==> src/design/atg_pkg.sv <==
// Shared types and constants of the axis tick generator.
// No dependencies; every other design file imports this package.
package atg_pkg;

  localparam int unsigned FracDigits = 6;
  localparam int unsigned GapDivisor = 3;
  localparam int unsigned MaxTicks   = 16;

  localparam int unsigned VW  = 48;              // field width of limits and ticks
  localparam int unsigned W   = 56;              // internal signed datapath width
  localparam int unsigned DVW = VW + 1;          // dividend width of the divider
  localparam int unsigned CW  = $clog2(DVW + 1); // divider step counter width
  localparam int unsigned KW  = $clog2(MaxTicks);

  localparam logic signed [W-1:0] GAP_DIV_W = W'(GapDivisor);

  localparam logic [1:0] ST_OK      = 2'd0;
  localparam logic [1:0] ST_NONE    = 2'd1;
  localparam logic [1:0] ST_ILLEGAL = 2'd2;

  localparam logic [2:0] ADDR_SCALE_MODE = 3'd0;

  typedef struct packed {
    logic signed [VW-1:0] limit_min;
    logic signed [VW-1:0] limit_max;
  } in_t;

  typedef struct packed {
    logic signed [VW-1:0] tick_value;
    logic [KW-1:0]        tick_index;
    logic [1:0]           status;
    logic                 last;
  } out_t;

  typedef struct packed {
    logic       load;
    logic       div_start;
    logic       dec_step;
    logic       set_gap;
    logic       set_first;
    logic       logp_step;
    logic       emit_tick;
    logic       emit_stat;
    logic [1:0] stat_code;
  } atg_cmd_t;

  typedef struct packed {
    logic lin;
    logic illegal;
    logic div_busy;
    logic dec_more;
    logic logp_more;
    logic above;
    logic last;
    logic out_free;
  } atg_sts_t;

endpackage

==> src/design/atg_div.sv <==
// Restoring divider, one quotient bit per cycle; only the remainder is used.
// Depends on atg_pkg for widths.
module atg_div (
  input  logic                      clk_i,
  input  logic                      rst_ni,
  input  logic                      start_i,
  input  logic [atg_pkg::DVW-1:0]   dividend_i,
  input  logic [atg_pkg::W-1:0]     divisor_i,
  output logic                      busy_o,
  output logic [atg_pkg::W-1:0]     rem_o
);
  import atg_pkg::*;

  logic [CW-1:0]  cnt_q, cnt_d;
  logic [DVW-1:0] sh_q, sh_d;
  logic [W-1:0]   rem_q, rem_d;
  logic [W-1:0]   trial;

  always_comb begin
    cnt_d = cnt_q;
    sh_d  = sh_q;
    rem_d = rem_q;
    trial = {rem_q[W-2:0], sh_q[DVW-1]};
    if (start_i) begin
      cnt_d = CW'(DVW);
      sh_d  = dividend_i;
      rem_d = '0;
    end else if (cnt_q != '0) begin
      cnt_d = cnt_q - CW'(1);
      if (trial >= divisor_i) begin
        rem_d = trial - divisor_i;
        sh_d  = {sh_q[DVW-2:0], 1'b1};
      end else begin
        rem_d = trial;
        sh_d  = {sh_q[DVW-2:0], 1'b0};
      end
    end
  end

  always_ff @(posedge clk_i or negedge rst_ni) begin
    if (!rst_ni) begin
      cnt_q <= '0;
    end else begin
      cnt_q <= cnt_d;
    end
  end

  always_ff @(posedge clk_i) begin
    sh_q  <= sh_d;
    rem_q <= rem_d;
  end

  assign busy_o = (cnt_q != '0);
  assign rem_o  = rem_q;

endmodule

==> src/design/atg_dp.sv <==
// Datapath: limits, decade and gap search, first tick, tick stepping, output register.
// Depends on atg_pkg and atg_div.
module atg_dp (
  input  logic              clk_i,
  input  logic              rst_ni,
  input  logic              mode_i,
  input  atg_pkg::in_t      in_data_i,
  input  atg_pkg::atg_cmd_t cmd_i,
  output atg_pkg::atg_sts_t sts_o,
  output logic              out_valid_o,
  input  logic              out_ready_i,
  output atg_pkg::out_t     out_data_o
);
  import atg_pkg::*;

  logic signed [W-1:0] lo_q, hi_q, v_q, dec_q, gap_q;
  logic [KW-1:0]       k_q;
  logic                out_valid_q;
  out_t                out_q;

  logic signed [W-1:0] span, lo_abs, rem, dec10, dec5, dec2, v_next, first;
  logic signed [W-1:0] dec10_n, dec5_n, dec2_n;
  logic [DVW-1:0]      dividend;
  logic [W-1:0]        divisor, rem_u;
  logic                busy, last;

  assign span     = hi_q - lo_q;
  assign lo_abs   = lo_q[W-1] ? -lo_q : lo_q;
  assign dividend = lo_abs[DVW-1:0];
  assign divisor  = gap_q;

  atg_div u_div (
    .clk_i      (clk_i),
    .rst_ni     (rst_ni),
    .start_i    (cmd_i.div_start),
    .dividend_i (dividend),
    .divisor_i  (divisor),
    .busy_o     (busy),
    .rem_o      (rem_u)
  );

  assign rem   = rem_u;
  assign dec10 = (dec_q <<< 3) + (dec_q <<< 1);
  assign dec5  = (dec_q <<< 2) + dec_q;
  assign dec2  = dec_q <<< 1;

  // compare the span against divisor multiples instead of dividing it
  assign dec10_n = dec10 * GAP_DIV_W;
  assign dec5_n  = (dec5 + W'(1)) * GAP_DIV_W;
  assign dec2_n  = (dec2 + W'(1)) * GAP_DIV_W;

  always_comb begin
    if (lo_q[W-1]) begin
      first = lo_q + rem;
    end else if (rem == '0) begin
      first = lo_q;
    end else begin
      first = lo_q - rem + gap_q;
    end
  end

  assign v_next = mode_i ? ((v_q <<< 3) + (v_q <<< 1)) : (v_q + gap_q);
  assign last   = (k_q == KW'(MaxTicks - 1)) || (v_next > hi_q);

  always_ff @(posedge clk_i) begin
    if (cmd_i.load) begin
      lo_q  <= W'(in_data_i.limit_min);
      hi_q  <= W'(in_data_i.limit_max);
      dec_q <= W'(1);
      v_q   <= W'(1);
      k_q   <= '0;
    end else begin
      if (cmd_i.dec_step) begin
        dec_q <= dec10;
      end
      if (cmd_i.set_gap) begin
        if (span >= dec5_n) begin
          gap_q <= dec5;
        end else if (span >= dec2_n) begin
          gap_q <= dec2;
        end else begin
          gap_q <= dec_q;
        end
      end
      if (cmd_i.set_first) begin
        v_q <= first;
      end
      if (cmd_i.logp_step || cmd_i.emit_tick) begin
        v_q <= v_next;
      end
      if (cmd_i.emit_tick) begin
        k_q <= k_q + KW'(1);
      end
    end
    if (cmd_i.emit_tick) begin
      out_q.tick_value <= v_q[VW-1:0];
      out_q.tick_index <= k_q;
      out_q.status     <= ST_OK;
      out_q.last       <= last;
    end else if (cmd_i.emit_stat) begin
      out_q.tick_value <= '0;
      out_q.tick_index <= '0;
      out_q.status     <= cmd_i.stat_code;
      out_q.last       <= 1'b1;
    end
  end

  always_ff @(posedge clk_i or negedge rst_ni) begin
    if (!rst_ni) begin
      out_valid_q <= 1'b0;
    end else if (cmd_i.emit_tick || cmd_i.emit_stat) begin
      out_valid_q <= 1'b1;
    end else if (out_ready_i) begin
      out_valid_q <= 1'b0;
    end
  end

  assign sts_o.lin       = !mode_i;
  assign sts_o.illegal   = mode_i ? ((lo_q <= 0) || (hi_q <= 0)) : (hi_q <= lo_q);
  assign sts_o.div_busy  = busy;
  assign sts_o.dec_more  = (span >= dec10_n);
  assign sts_o.logp_more = (v_q < lo_q);
  assign sts_o.above     = (v_q > hi_q);
  assign sts_o.last      = last;
  assign sts_o.out_free  = !out_valid_q || out_ready_i;

  assign out_valid_o = out_valid_q;
  assign out_data_o  = out_q;

endmodule

==> src/design/atg_ctrl.sv <==
// Controller state machine sequencing the tick search and the emission of beats.
// Depends on atg_pkg for command and status structs.
module atg_ctrl (
  input  logic              clk_i,
  input  logic              rst_ni,
  input  logic              in_valid_i,
  output logic              in_ready_o,
  input  atg_pkg::atg_sts_t sts_i,
  output atg_pkg::atg_cmd_t cmd_o
);
  import atg_pkg::*;

  localparam logic [3:0] S_IDLE  = 4'd0;
  localparam logic [3:0] S_CHECK = 4'd1;
  localparam logic [3:0] S_DEC   = 4'd3;
  localparam logic [3:0] S_GAP   = 4'd4;
  localparam logic [3:0] S_DIVS  = 4'd5;
  localparam logic [3:0] S_DIVR  = 4'd6;
  localparam logic [3:0] S_LOGP  = 4'd7;
  localparam logic [3:0] S_TEST  = 4'd8;
  localparam logic [3:0] S_EMIT  = 4'd9;
  localparam logic [3:0] S_ILL   = 4'd10;
  localparam logic [3:0] S_NONE  = 4'd11;

  logic [3:0] state_q, state_d;

  always_comb begin
    state_d = state_q;
    cmd_o   = '0;
    unique case (state_q)
      S_IDLE: begin
        if (in_valid_i) begin
          cmd_o.load = 1'b1;
          state_d    = S_CHECK;
        end
      end
      S_CHECK: begin
        if (sts_i.illegal) begin
          state_d = S_ILL;
        end else if (sts_i.lin) begin
          state_d = S_DEC;
        end else begin
          state_d = S_LOGP;
        end
      end
      S_DEC: begin
        if (sts_i.dec_more) begin
          cmd_o.dec_step = 1'b1;
        end else begin
          state_d = S_GAP;
        end
      end
      S_GAP: begin
        cmd_o.set_gap = 1'b1;
        state_d       = S_DIVS;
      end
      S_DIVS: begin
        cmd_o.div_start = 1'b1;
        state_d         = S_DIVR;
      end
      S_DIVR: begin
        if (!sts_i.div_busy) begin
          cmd_o.set_first = 1'b1;
          state_d         = S_TEST;
        end
      end
      S_LOGP: begin
        if (sts_i.logp_more) begin
          cmd_o.logp_step = 1'b1;
        end else begin
          state_d = S_TEST;
        end
      end
      S_TEST: begin
        state_d = sts_i.above ? S_NONE : S_EMIT;
      end
      S_EMIT: begin
        if (sts_i.out_free) begin
          cmd_o.emit_tick = 1'b1;
          if (sts_i.last) state_d = S_IDLE;
        end
      end
      S_ILL: begin
        if (sts_i.out_free) begin
          cmd_o.emit_stat = 1'b1;
          cmd_o.stat_code = ST_ILLEGAL;
          state_d         = S_IDLE;
        end
      end
      S_NONE: begin
        if (sts_i.out_free) begin
          cmd_o.emit_stat = 1'b1;
          cmd_o.stat_code = ST_NONE;
          state_d         = S_IDLE;
        end
      end
      default: begin
        state_d = S_IDLE;
      end
    endcase
  end

  always_ff @(posedge clk_i or negedge rst_ni) begin
    if (!rst_ni) begin
      state_q <= S_IDLE;
    end else begin
      state_q <= state_d;
    end
  end

  assign in_ready_o = (state_q == S_IDLE);

endmodule

==> src/design/axis_tick_generator.sv <==
// Top level of the axis tick generator: APB register, controller and datapath.
// Depends on atg_pkg, atg_ctrl and atg_dp.
//
// One request (low and high limit) yields a run of up to 16 tick beats, or a single
// status beat, with last on the final one. Requests are handled one at a time.
// In linear mode a taken request passes through the check state, the decade search,
// gap choice, divider start, the one-bit-per-cycle remainder divide that sets the
// first tick, and the test state; then one tick beat per cycle while the output is
// not stalled. In log mode the check is followed by the search for the first power
// of ten at or above the low limit, then the test state. An illegal request gives
// its status beat after the check state, once the output is free.
module axis_tick_generator (
  input  logic          clk_i,
  input  logic          rst_ni,
  input  logic          psel,
  input  logic          penable,
  input  logic          pwrite,
  input  logic [2:0]    paddr,
  input  logic [31:0]   pwdata,
  output logic [31:0]   prdata,
  output logic          pready,
  input  logic          in_valid_i,
  output logic          in_ready_o,
  input  atg_pkg::in_t  in_data_i,
  output logic          out_valid_o,
  input  logic          out_ready_i,
  output atg_pkg::out_t out_data_o
);
  import atg_pkg::*;

  logic     mode_q;
  atg_cmd_t cmd;
  atg_sts_t sts;

  always_ff @(posedge clk_i or negedge rst_ni) begin
    if (!rst_ni) begin
      mode_q <= 1'b0;
    end else if (psel && penable && pwrite && (paddr[2] == ADDR_SCALE_MODE[2])) begin
      mode_q <= pwdata[0];
    end
  end

  assign pready = 1'b1;
  assign prdata = (paddr[2] == ADDR_SCALE_MODE[2]) ? {31'd0, mode_q} : 32'd0;

  atg_ctrl u_ctrl (
    .clk_i      (clk_i),
    .rst_ni     (rst_ni),
    .in_valid_i (in_valid_i),
    .in_ready_o (in_ready_o),
    .sts_i      (sts),
    .cmd_o      (cmd)
  );

  atg_dp u_dp (
    .clk_i       (clk_i),
    .rst_ni      (rst_ni),
    .mode_i      (mode_q),
    .in_data_i   (in_data_i),
    .cmd_i       (cmd),
    .sts_o       (sts),
    .out_valid_o (out_valid_o),
    .out_ready_i (out_ready_i),
    .out_data_o  (out_data_o)
  );

endmodule

==> config.mk <==
export PLATFORM = sky130hd
export DESIGN_NAME = axis_tick_generator
export DESIGN_NICKNAME = d
export VERILOG_FILES = /design/src/design/atg_pkg.sv /design/src/design/atg_div.sv /design/src/design/atg_dp.sv /design/src/design/atg_ctrl.sv /design/src/design/axis_tick_generator.sv
export SDC_FILE = /design/constraint.sdc
export NUM_CORES = 2
export LEC_CHECK = 0
export ABC_AREA = 1
export BUFFER_PORTS_ARGS = -buffer_cell sky130_fd_sc_hd__buf_2
export CAP_MARGIN = 20
export CORE_MARGIN = 2
export CORE_UTILIZATION = 30
export CTS_BUF_LIST = sky130_fd_sc_hd__clkbuf_16
export DETAILED_ROUTE_END_ITERATION = 10
export HOLD_SLACK_MARGIN = 0.05
export PLACE_DENSITY_LB_ADDON = 0.05
export SLEW_MARGIN = 15
export SYNTH_ARGS = -nofsm -noshare
export SYNTH_HDL_FRONTEND = slang
export SYNTH_HIERARCHICAL = 1
export SYNTH_SLANG_ARGS = --single-unit
==> constraint.sdc <==
create_clock -name clk_i -period 12.4 [get_ports clk_i]
set_clock_uncertainty 0.15 [all_clocks]
set_input_delay 0.62 -clock clk_i [delete_from_list [all_inputs] [get_ports clk_i]]
set_output_delay 0.62 -clock clk_i [all_outputs]
set_load 0.02 [all_outputs]
Yosys cells after proc, flatten, opt, wreduce, memory -nomap -nowiden
Index checks and enable logic that the tools add are counted.

cells by class
  $add $sub $neg = 14
  $mul = 3
  magnitude comparators = 10
  eq/ne operators = 18
  multiplexer cells = 46
  bitwise logic cells = 2
  reduce and logical (&&, ||, !) cells = 19

operators with widths
  cell                                                             count
  2-to-1 mux 56 bit                                                8
  adder 56 bit                                                     5
  >= comparator 56 bit                                             4
  multiplier 56 x 3 -> 56 bit, second input constant               3
  2-to-1 mux 49 bit                                                3
  adder 56 x 2 -> 56 bit, second input constant                    2
  > comparator 56 x 48 -> 1 bit                                    2
  2-to-1 mux 55 bit                                                2
  less-or-equal comparator 48 x 1 -> 1 bit, second input constant  2
  adder 48 x 56 -> 56 bit                                          1
  zero test 56 bit                                                 1
  < comparator 56 x 48 -> 1 bit                                    1
  subtractor 48 x 56 -> 56 bit                                     1
  subtractor 56 bit                                                1
  negator 48 -> 49 bit                                             1
  subtractor 48 x 48 -> 49 bit                                     1
  less-or-equal comparator 48 bit                                  1
  case mux 4 bit (10 select lines)                                 1
  2-to-1 mux 4 bit                                                 8
  == test 4 bit, second input constant                             5
  2-to-1 mux 1 bit                                                 17
  == test 4 x 3 -> 1 bit, second input constant                    4
  2-to-1 mux 6 bit                                                 2
  != test 2 bit, second input constant                             5
  other kinds (18)                                                 31

word-level totals
  bits in registers = 440
  bits of input ports = 138
  output and inout port bits = 90
  logic and storage cells = 128

Logic depth before layout (Yosys ltp)
  word-level depth = 7
  gate-level depth with buffers = 54
  mapped depth without buffers = 53

Modules after synthesis
The synthesis kept the hierarchy.

modules (own cells, without submodules)
  module               times used  cells an instance  area each (µm²)  seq. area each (µm²)
  atg_dp               1           9,871              61,806.8         8,543.2
  atg_div              1           1,874              10,692.8         2,742.6
  atg_ctrl             1           74                 431.7            100.1
  axis_tick_generator  1           45                 314.1            25.0

Least setup slack after synthesis
Ideal clock, no wire load.

  kind = reg2reg
  from = reg u_ctrl.state_q[0]
  to = reg u_dp.gap_q[0] (netlist: u_dp/divisor[0]), enable pin
  library setup time = 0.498 ns
  data arrival time = 8.907 ns
  data required time = 11.752 ns
  slack = 2.845 ns
  cell stages (with the launch flop) = 9
  path buffers = 4
  period minus slack after synthesis = 9.555 ns
  cells stage by stage = dfrtp_1 -> buf_6 -> nor2_2 -> inv_2 -> nor3_1 -> clkbuf_1 -> clkbuf_1 -> buf_1 -> nor2_1

RTL lines
  item                    RTL line         RTL
  start, declared         atg_ctrl.sv:25   logic [3:0] state_q, state_d;
  start signal, assigned  atg_ctrl.sv:107  state_q <= state_d;
  end signal, assigned    atg_dp.sv:82     gap_q <= dec_q;
  end, declared           atg_dp.sv:16     logic signed [W-1:0] lo_q, hi_q, v_q, dec_q, gap_q;

Worst setup path in the final report
  from = reg u_dp.dec_q[0]
  to = reg u_dp.gap_q[14] (netlist: u_dp/divisor[14]), data pin

on the way
  word-level cells in the longest chain between the ends = 5
  elaborated cells between the ends (all ways) = 9
  those cells by class = add/sub: 3; mul: 2; order compare: 2; mux: 2

ends and longest elaborated chain
  item                                                                   RTL line                    RTL
  start, declared                                                        atg_dp.sv:16
  start signal, assigned                                                 atg_dp.sv:69                dec_q <= W'(1);
  start signal, assigned                                                 atg_dp.sv:74                dec_q <= dec10;
  adder 56 bit or adder 56 x 2 -> 56 bit (tied branches)                 atg_dp.sv:44, atg_dp.sv:50
  adder 56 x 2 -> 56 bit or multiplier 56 x 3 -> 56 bit (tied branches)  atg_dp.sv:49, atg_dp.sv:50
  multiplier 56 x 3 -> 56 bit or >= comparator 56 bit (tied branches)    atg_dp.sv:49, atg_dp.sv:79
  >= comparator 56 bit or 2-to-1 mux 56 bit (tied branches)              atg_dp.sv:77, atg_dp.sv:79
  2-to-1 mux 56 bit (*)                                                  atg_dp.sv:77                if (span >= dec5_n) begin

Every way passes the cells marked *; elsewhere a longest branch is shown, timed or not.
A chain may end at the register's enable or synchronous reset.

==> results.rst <==
.. list-table::
   :header-rows: 1

   * - Metric
     - Value
   * - Result of the run
     - finished, final reports clean
   * - Area overhead of the layout relative to synthesis
     - 11.3%
   * - Average detailed-routed wire length per instance
     - 26.4 microns
   * - Number of global-route vias before repair
     - 78700
   * - Initial antenna violation count
     - 18
   * - Post-synthesis average cell area
     - 6.17 sq um
   * - Area fraction of the dominant cell type after synthesis
     - 18.2%
   * - Sequential-to-total area share from yosys stat
     - 15.6%
   * - Drt via density
     - 5.23
   * - Most frequent cells after synthesis
     - sky130_fd_sc_hd__nand2_1 (3100), sky130_fd_sc_hd__inv_1 (1991), sky130_fd_sc_hd__nor2_1 (1254)
   * - Buffer depth of the longest clock path
     - 3
   * - Clk_lat worst skew
     - 0.74 ns
   * - Number of nets in the layout
     - 13400
   * - Leading cell types by total area after synthesis
     - sky130_fd_sc_hd__ha_1 (18%), sky130_fd_sc_hd__nand2_1 (16%), sky130_fd_sc_hd__edfxtp_1 (10%)
   * - Die width
     - 498 microns
   * - Crit path capture type
     - register
   * - Via Count
     - 80600
   * - Main flop type after synthesis
     - sky130_fd_sc_hd__edfxtp_1
   * - Number of violations reported at the end of detailed-routing iteration 0
     - 6632
   * - YS warnings
     - 6
   * - Sum of negative setup slack
     - 0 ns
   * - CP startpoint kind
     - register
   * - First-pass DRT Iterations
     - 7
   * - Endpoints failing hold
     - 0
   * - Simple-Gate Fraction of Synth Area
     - between 30% and 40%
   * - I/O pin total
     - 228
   * - Number of buffers inserted by post-CTS setup repair
     - 0
   * - Die H
     - 498 microns
   * - Adder-cell area share of the yosys netlist
     - between 10% and 20%
   * - Std-Cell Rows
     - 181
   * - Detail Route Antenna Nets
     - 0
   * - Actual slew at the worst max-slew pin
     - ~1.1 ns
   * - Number of H-tree branching levels
     - 3
   * - Wire length after detailed routing
     - 407 mm
   * - Clock input transition at the sequential cells of the worst setup and hold paths
     - around 0.06 ns
   * - Filler Cell Count
     - 27400
   * - Final worst path period share
     - 86.4%
   * - Achievable frequency
     - 0.0933 GHz
   * - Class of the worst hold path
     - input port to register
   * - Startpoint of the worst register-to-register path
     - u_dp/dec_q[0]$_SDFFE_PP1P_
   * - Post-synth cell types
     - 77
   * - Count of max-cap constraint violations
     - 0
   * - Shortest clock period the worst path allows after layout
     - 10.71 ns
   * - Initial Util
     - 30.1%
   * - Launch point of the worst hold path
     - in_valid_i
   * - Port buffer count
     - 162
   * - Number of enable-type register cells in the synthesized netlist
     - 254
   * - Sink count of the clock tree
     - between 400 and 500
   * - Share of cells above drive strength 1
     - around 5.1%
   * - Final Max Tran Viols
     - 0
   * - Top fanout value on the critical path
     - 55
   * - Worst min-delay path endpoint
     - u_dp/lo_q[0]$_DFFE_PP_
   * - Setup violation total in the final timing report
     - 0
   * - Combined global-route utilization of all metal layers
     - a little under a third
   * - Area share of xor/xnor cells in the synthesized design
     - under 10%
   * - Relative slew slack
     - between 20% and 30%
   * - Synthesized flop and latch total
     - 440
   * - Tightest hold margin
     - 0.190 ns
   * - Cell with the most instances after synthesis
     - sky130_fd_sc_hd__nand2_1
   * - WP data arrival
     - 11.15 ns
   * - Data required time at the worst endpoint
     - 12.83 ns
   * - Max stage delay on crit path
     - slightly above 0.6 ns
   * - Destination of the worst register-to-register timing path
     - u_dp/divisor[14]$_DFFE_PP_
   * - Worst hold stages
     - 3
   * - Number of cells on the worst reg-to-reg path
     - 43
   * - Core Box Area
     - 243000 sq um
   * - Portion of netlist area occupied by mux cells
     - 0%
   * - Cts bufs inserted
     - 69
   * - TritonCTS clock tree
     - yes
   * - Register-to-Register Setup Slack
     - 1.69 ns
   * - Unrepaired setup endpoints after global routing
     - false
   * - Final RePlAce weighted congestion
     - 1.02
   * - Gr ovfl total
     - 0
   * - Classification of the worst setup path
     - register to register
   * - Share of the synthesized area in compound gates (AO/OA/AOI/OAI)
     - 15.3%
   * - Post-synth top area cell
     - sky130_fd_sc_hd__ha_1
   * - Clk Tree Root Cell
     - sky130_fd_sc_hd__clkbuf_16
   * - DRC violation count after routing
     - 0
   * - Wire length of the first global-routing pass
     - 566 mm
   * - Maximum number of pins on one net before global-route repair
     - 67
   * - Fraction of registers with async set/reset
     - 2.73%
   * - Slowest stage cell, crit path
     - sky130_fd_sc_hd__a221oi_1
   * - Post-synthesis instance area
     - 73200 sq um
   * - CP dominant cell by count
     - sky130_fd_sc_hd__nand2_1
   * - Dominant combinational cell family by area after synthesis
     - simple AND/OR/NAND/NOR gates
   * - Cell count after synthesis
     - 11900
   * - Estimated wirelength of the detail-placed design
     - about 350 mm
   * - Floorplan die area
     - 248000 sq um
## per-layer routing
metal,global-route usage (%),routed length (microns)
met1,38.9,170000
met2,54.3,192000
met3,3.87,21800
met4,15.9,23300
met5,0,27
## area by class of cell
cell class | count | area (sq um) | share of cell area, %
Multi-Input combinational cell | 9231 | 53400 | 65.5
Sequential cell | 440 | 11400 | 14.0
Inverter | 2033 | 7630 | 9.36
Tap cell | 3202 | 4010 | 4.91
Timing Repair Buffer | 379 | 2720 | 3.33
Clock buffer | 71 | 1780 | 2.18
Clock inverter | 55 | 587 | 0.720
Antenna cell | 7 | 17.5 | 0.0215
## registers in the layout (all words and copies together), names as in the netlist
signal and flops:
u_dp/dec_q 56, u_dp/u_div/rem_o 56, u_dp/u_div/cnt_q 6, u_dp/u_div/sh_q 49, u_dp/lo_q 48, u_dp/out_data_o 55, u_dp/divisor 56, u_ctrl/state_q 4
u_dp/out_valid_o 1, u_dp/k_q 4, u_dp/v_q 56, mode_q 1, u_dp/hi_q 48
## per-stage QoR
step,cell area [sq um],util [%],worst slack (ns),cells
finish,81500,33.6,1.69,15400
detailed placement,78200,32.2,1.54,15200
CTS,81500,33.5,1.47,15400
global route,81500,33.6,1.09,15400
floorplan,73400,-,2.84,11900
global placement,78100,32.2,1.61,15200
## worst max-delay path, delay by kind of cell (launching register included)
kind / cells / cell delay, ns
flip-flops: 1 / 0.60
XOR/XNOR: 1 / 0.58
AND/OR/NAND/NOR: 23 / 3.90
adder cells (fa/ha/maj): 6 / 2.02
buffers and inverters: 6 / 1.11
AO/OA/AOI/OAI: 7 / 2.11
## placed cells by master, fill, tap and decap left out, types with 38 or more instances in the layout
cell type                       count
sky130_fd_sc_hd__nand2_1         3097
sky130_fd_sc_hd__inv_1           1996
sky130_fd_sc_hd__nor2_1          1248
sky130_fd_sc_hd__ha_1            1068
sky130_fd_sc_hd__a21oi_1          968
sky130_fd_sc_hd__nand3_1          699
sky130_fd_sc_hd__o21ai_0          648
sky130_fd_sc_hd__edfxtp_1         254
sky130_fd_sc_hd__xor2_1           244
sky130_fd_sc_hd__nand4_1          178
sky130_fd_sc_hd__dfxtp_1          174
sky130_fd_sc_hd__buf_2            163
sky130_fd_sc_hd__xnor2_1          143
sky130_fd_sc_hd__nor3_1           121
sky130_fd_sc_hd__buf_4            113
sky130_fd_sc_hd__dlygate4sd3_1    101
sky130_fd_sc_hd__a31oi_1           85
sky130_fd_sc_hd__clkbuf_16         71
sky130_fd_sc_hd__o21bai_1          71
sky130_fd_sc_hd__nor4_1            68
sky130_fd_sc_hd__fa_1              64
sky130_fd_sc_hd__o21ai_1           47
sky130_fd_sc_hd__inv_2             46
sky130_fd_sc_hd__a21o_1            43
sky130_fd_sc_hd__o21a_1            38
## kinds of logic (layout without fill, tap and decap cells)
kind of cell             Yosys count  after routing
AND/OR/NAND/NOR                 5601           5601
buffers and inverters           2223           2538
AO/OA/AOI/OAI                   2051           2051
adder cells (fa/ha/maj)         1132           1132
flip-flops                       440            440
XOR/XNOR                         414            414
other                              3             40
## worst max path at each step
stage                                              from                         end  slack (ns)  depth (start not counted)
after global placement       u_dp/dec_q[0]$_SDFFE_PP1P_   u_dp/divisor[2]$_DFFE_PP_        1.61                         43
after floorplan           u_ctrl/state_q[0]$_DFFE_PN0P_   u_dp/divisor[0]$_DFFE_PP_        2.84                          8
final                        u_dp/dec_q[0]$_SDFFE_PP1P_  u_dp/divisor[14]$_DFFE_PP_        1.69                         43
after detailed placement     u_dp/dec_q[0]$_SDFFE_PP1P_  u_dp/divisor[14]$_DFFE_PP_        1.54                         43
after global routing         u_dp/dec_q[0]$_SDFFE_PP1P_   u_dp/divisor[4]$_DFFE_PP_        1.09                         43
after CTS                    u_dp/dec_q[0]$_SDFFE_PP1P_  u_dp/divisor[14]$_DFFE_PP_        1.47                         43
## what timing repair did
| action | CTS | global route |
|---|---|---|
| gates resized for setup | 0 | 0 |
| hold endpoints to repair | 110 | 0 |
| hold buffers | 101 | 0 |
| setup endpoints to repair | 0 | 0 |
Power is left out: the tool's default activity adds up to more than one toggle a clock period on the data nets, which glitch-free logic cannot reach.
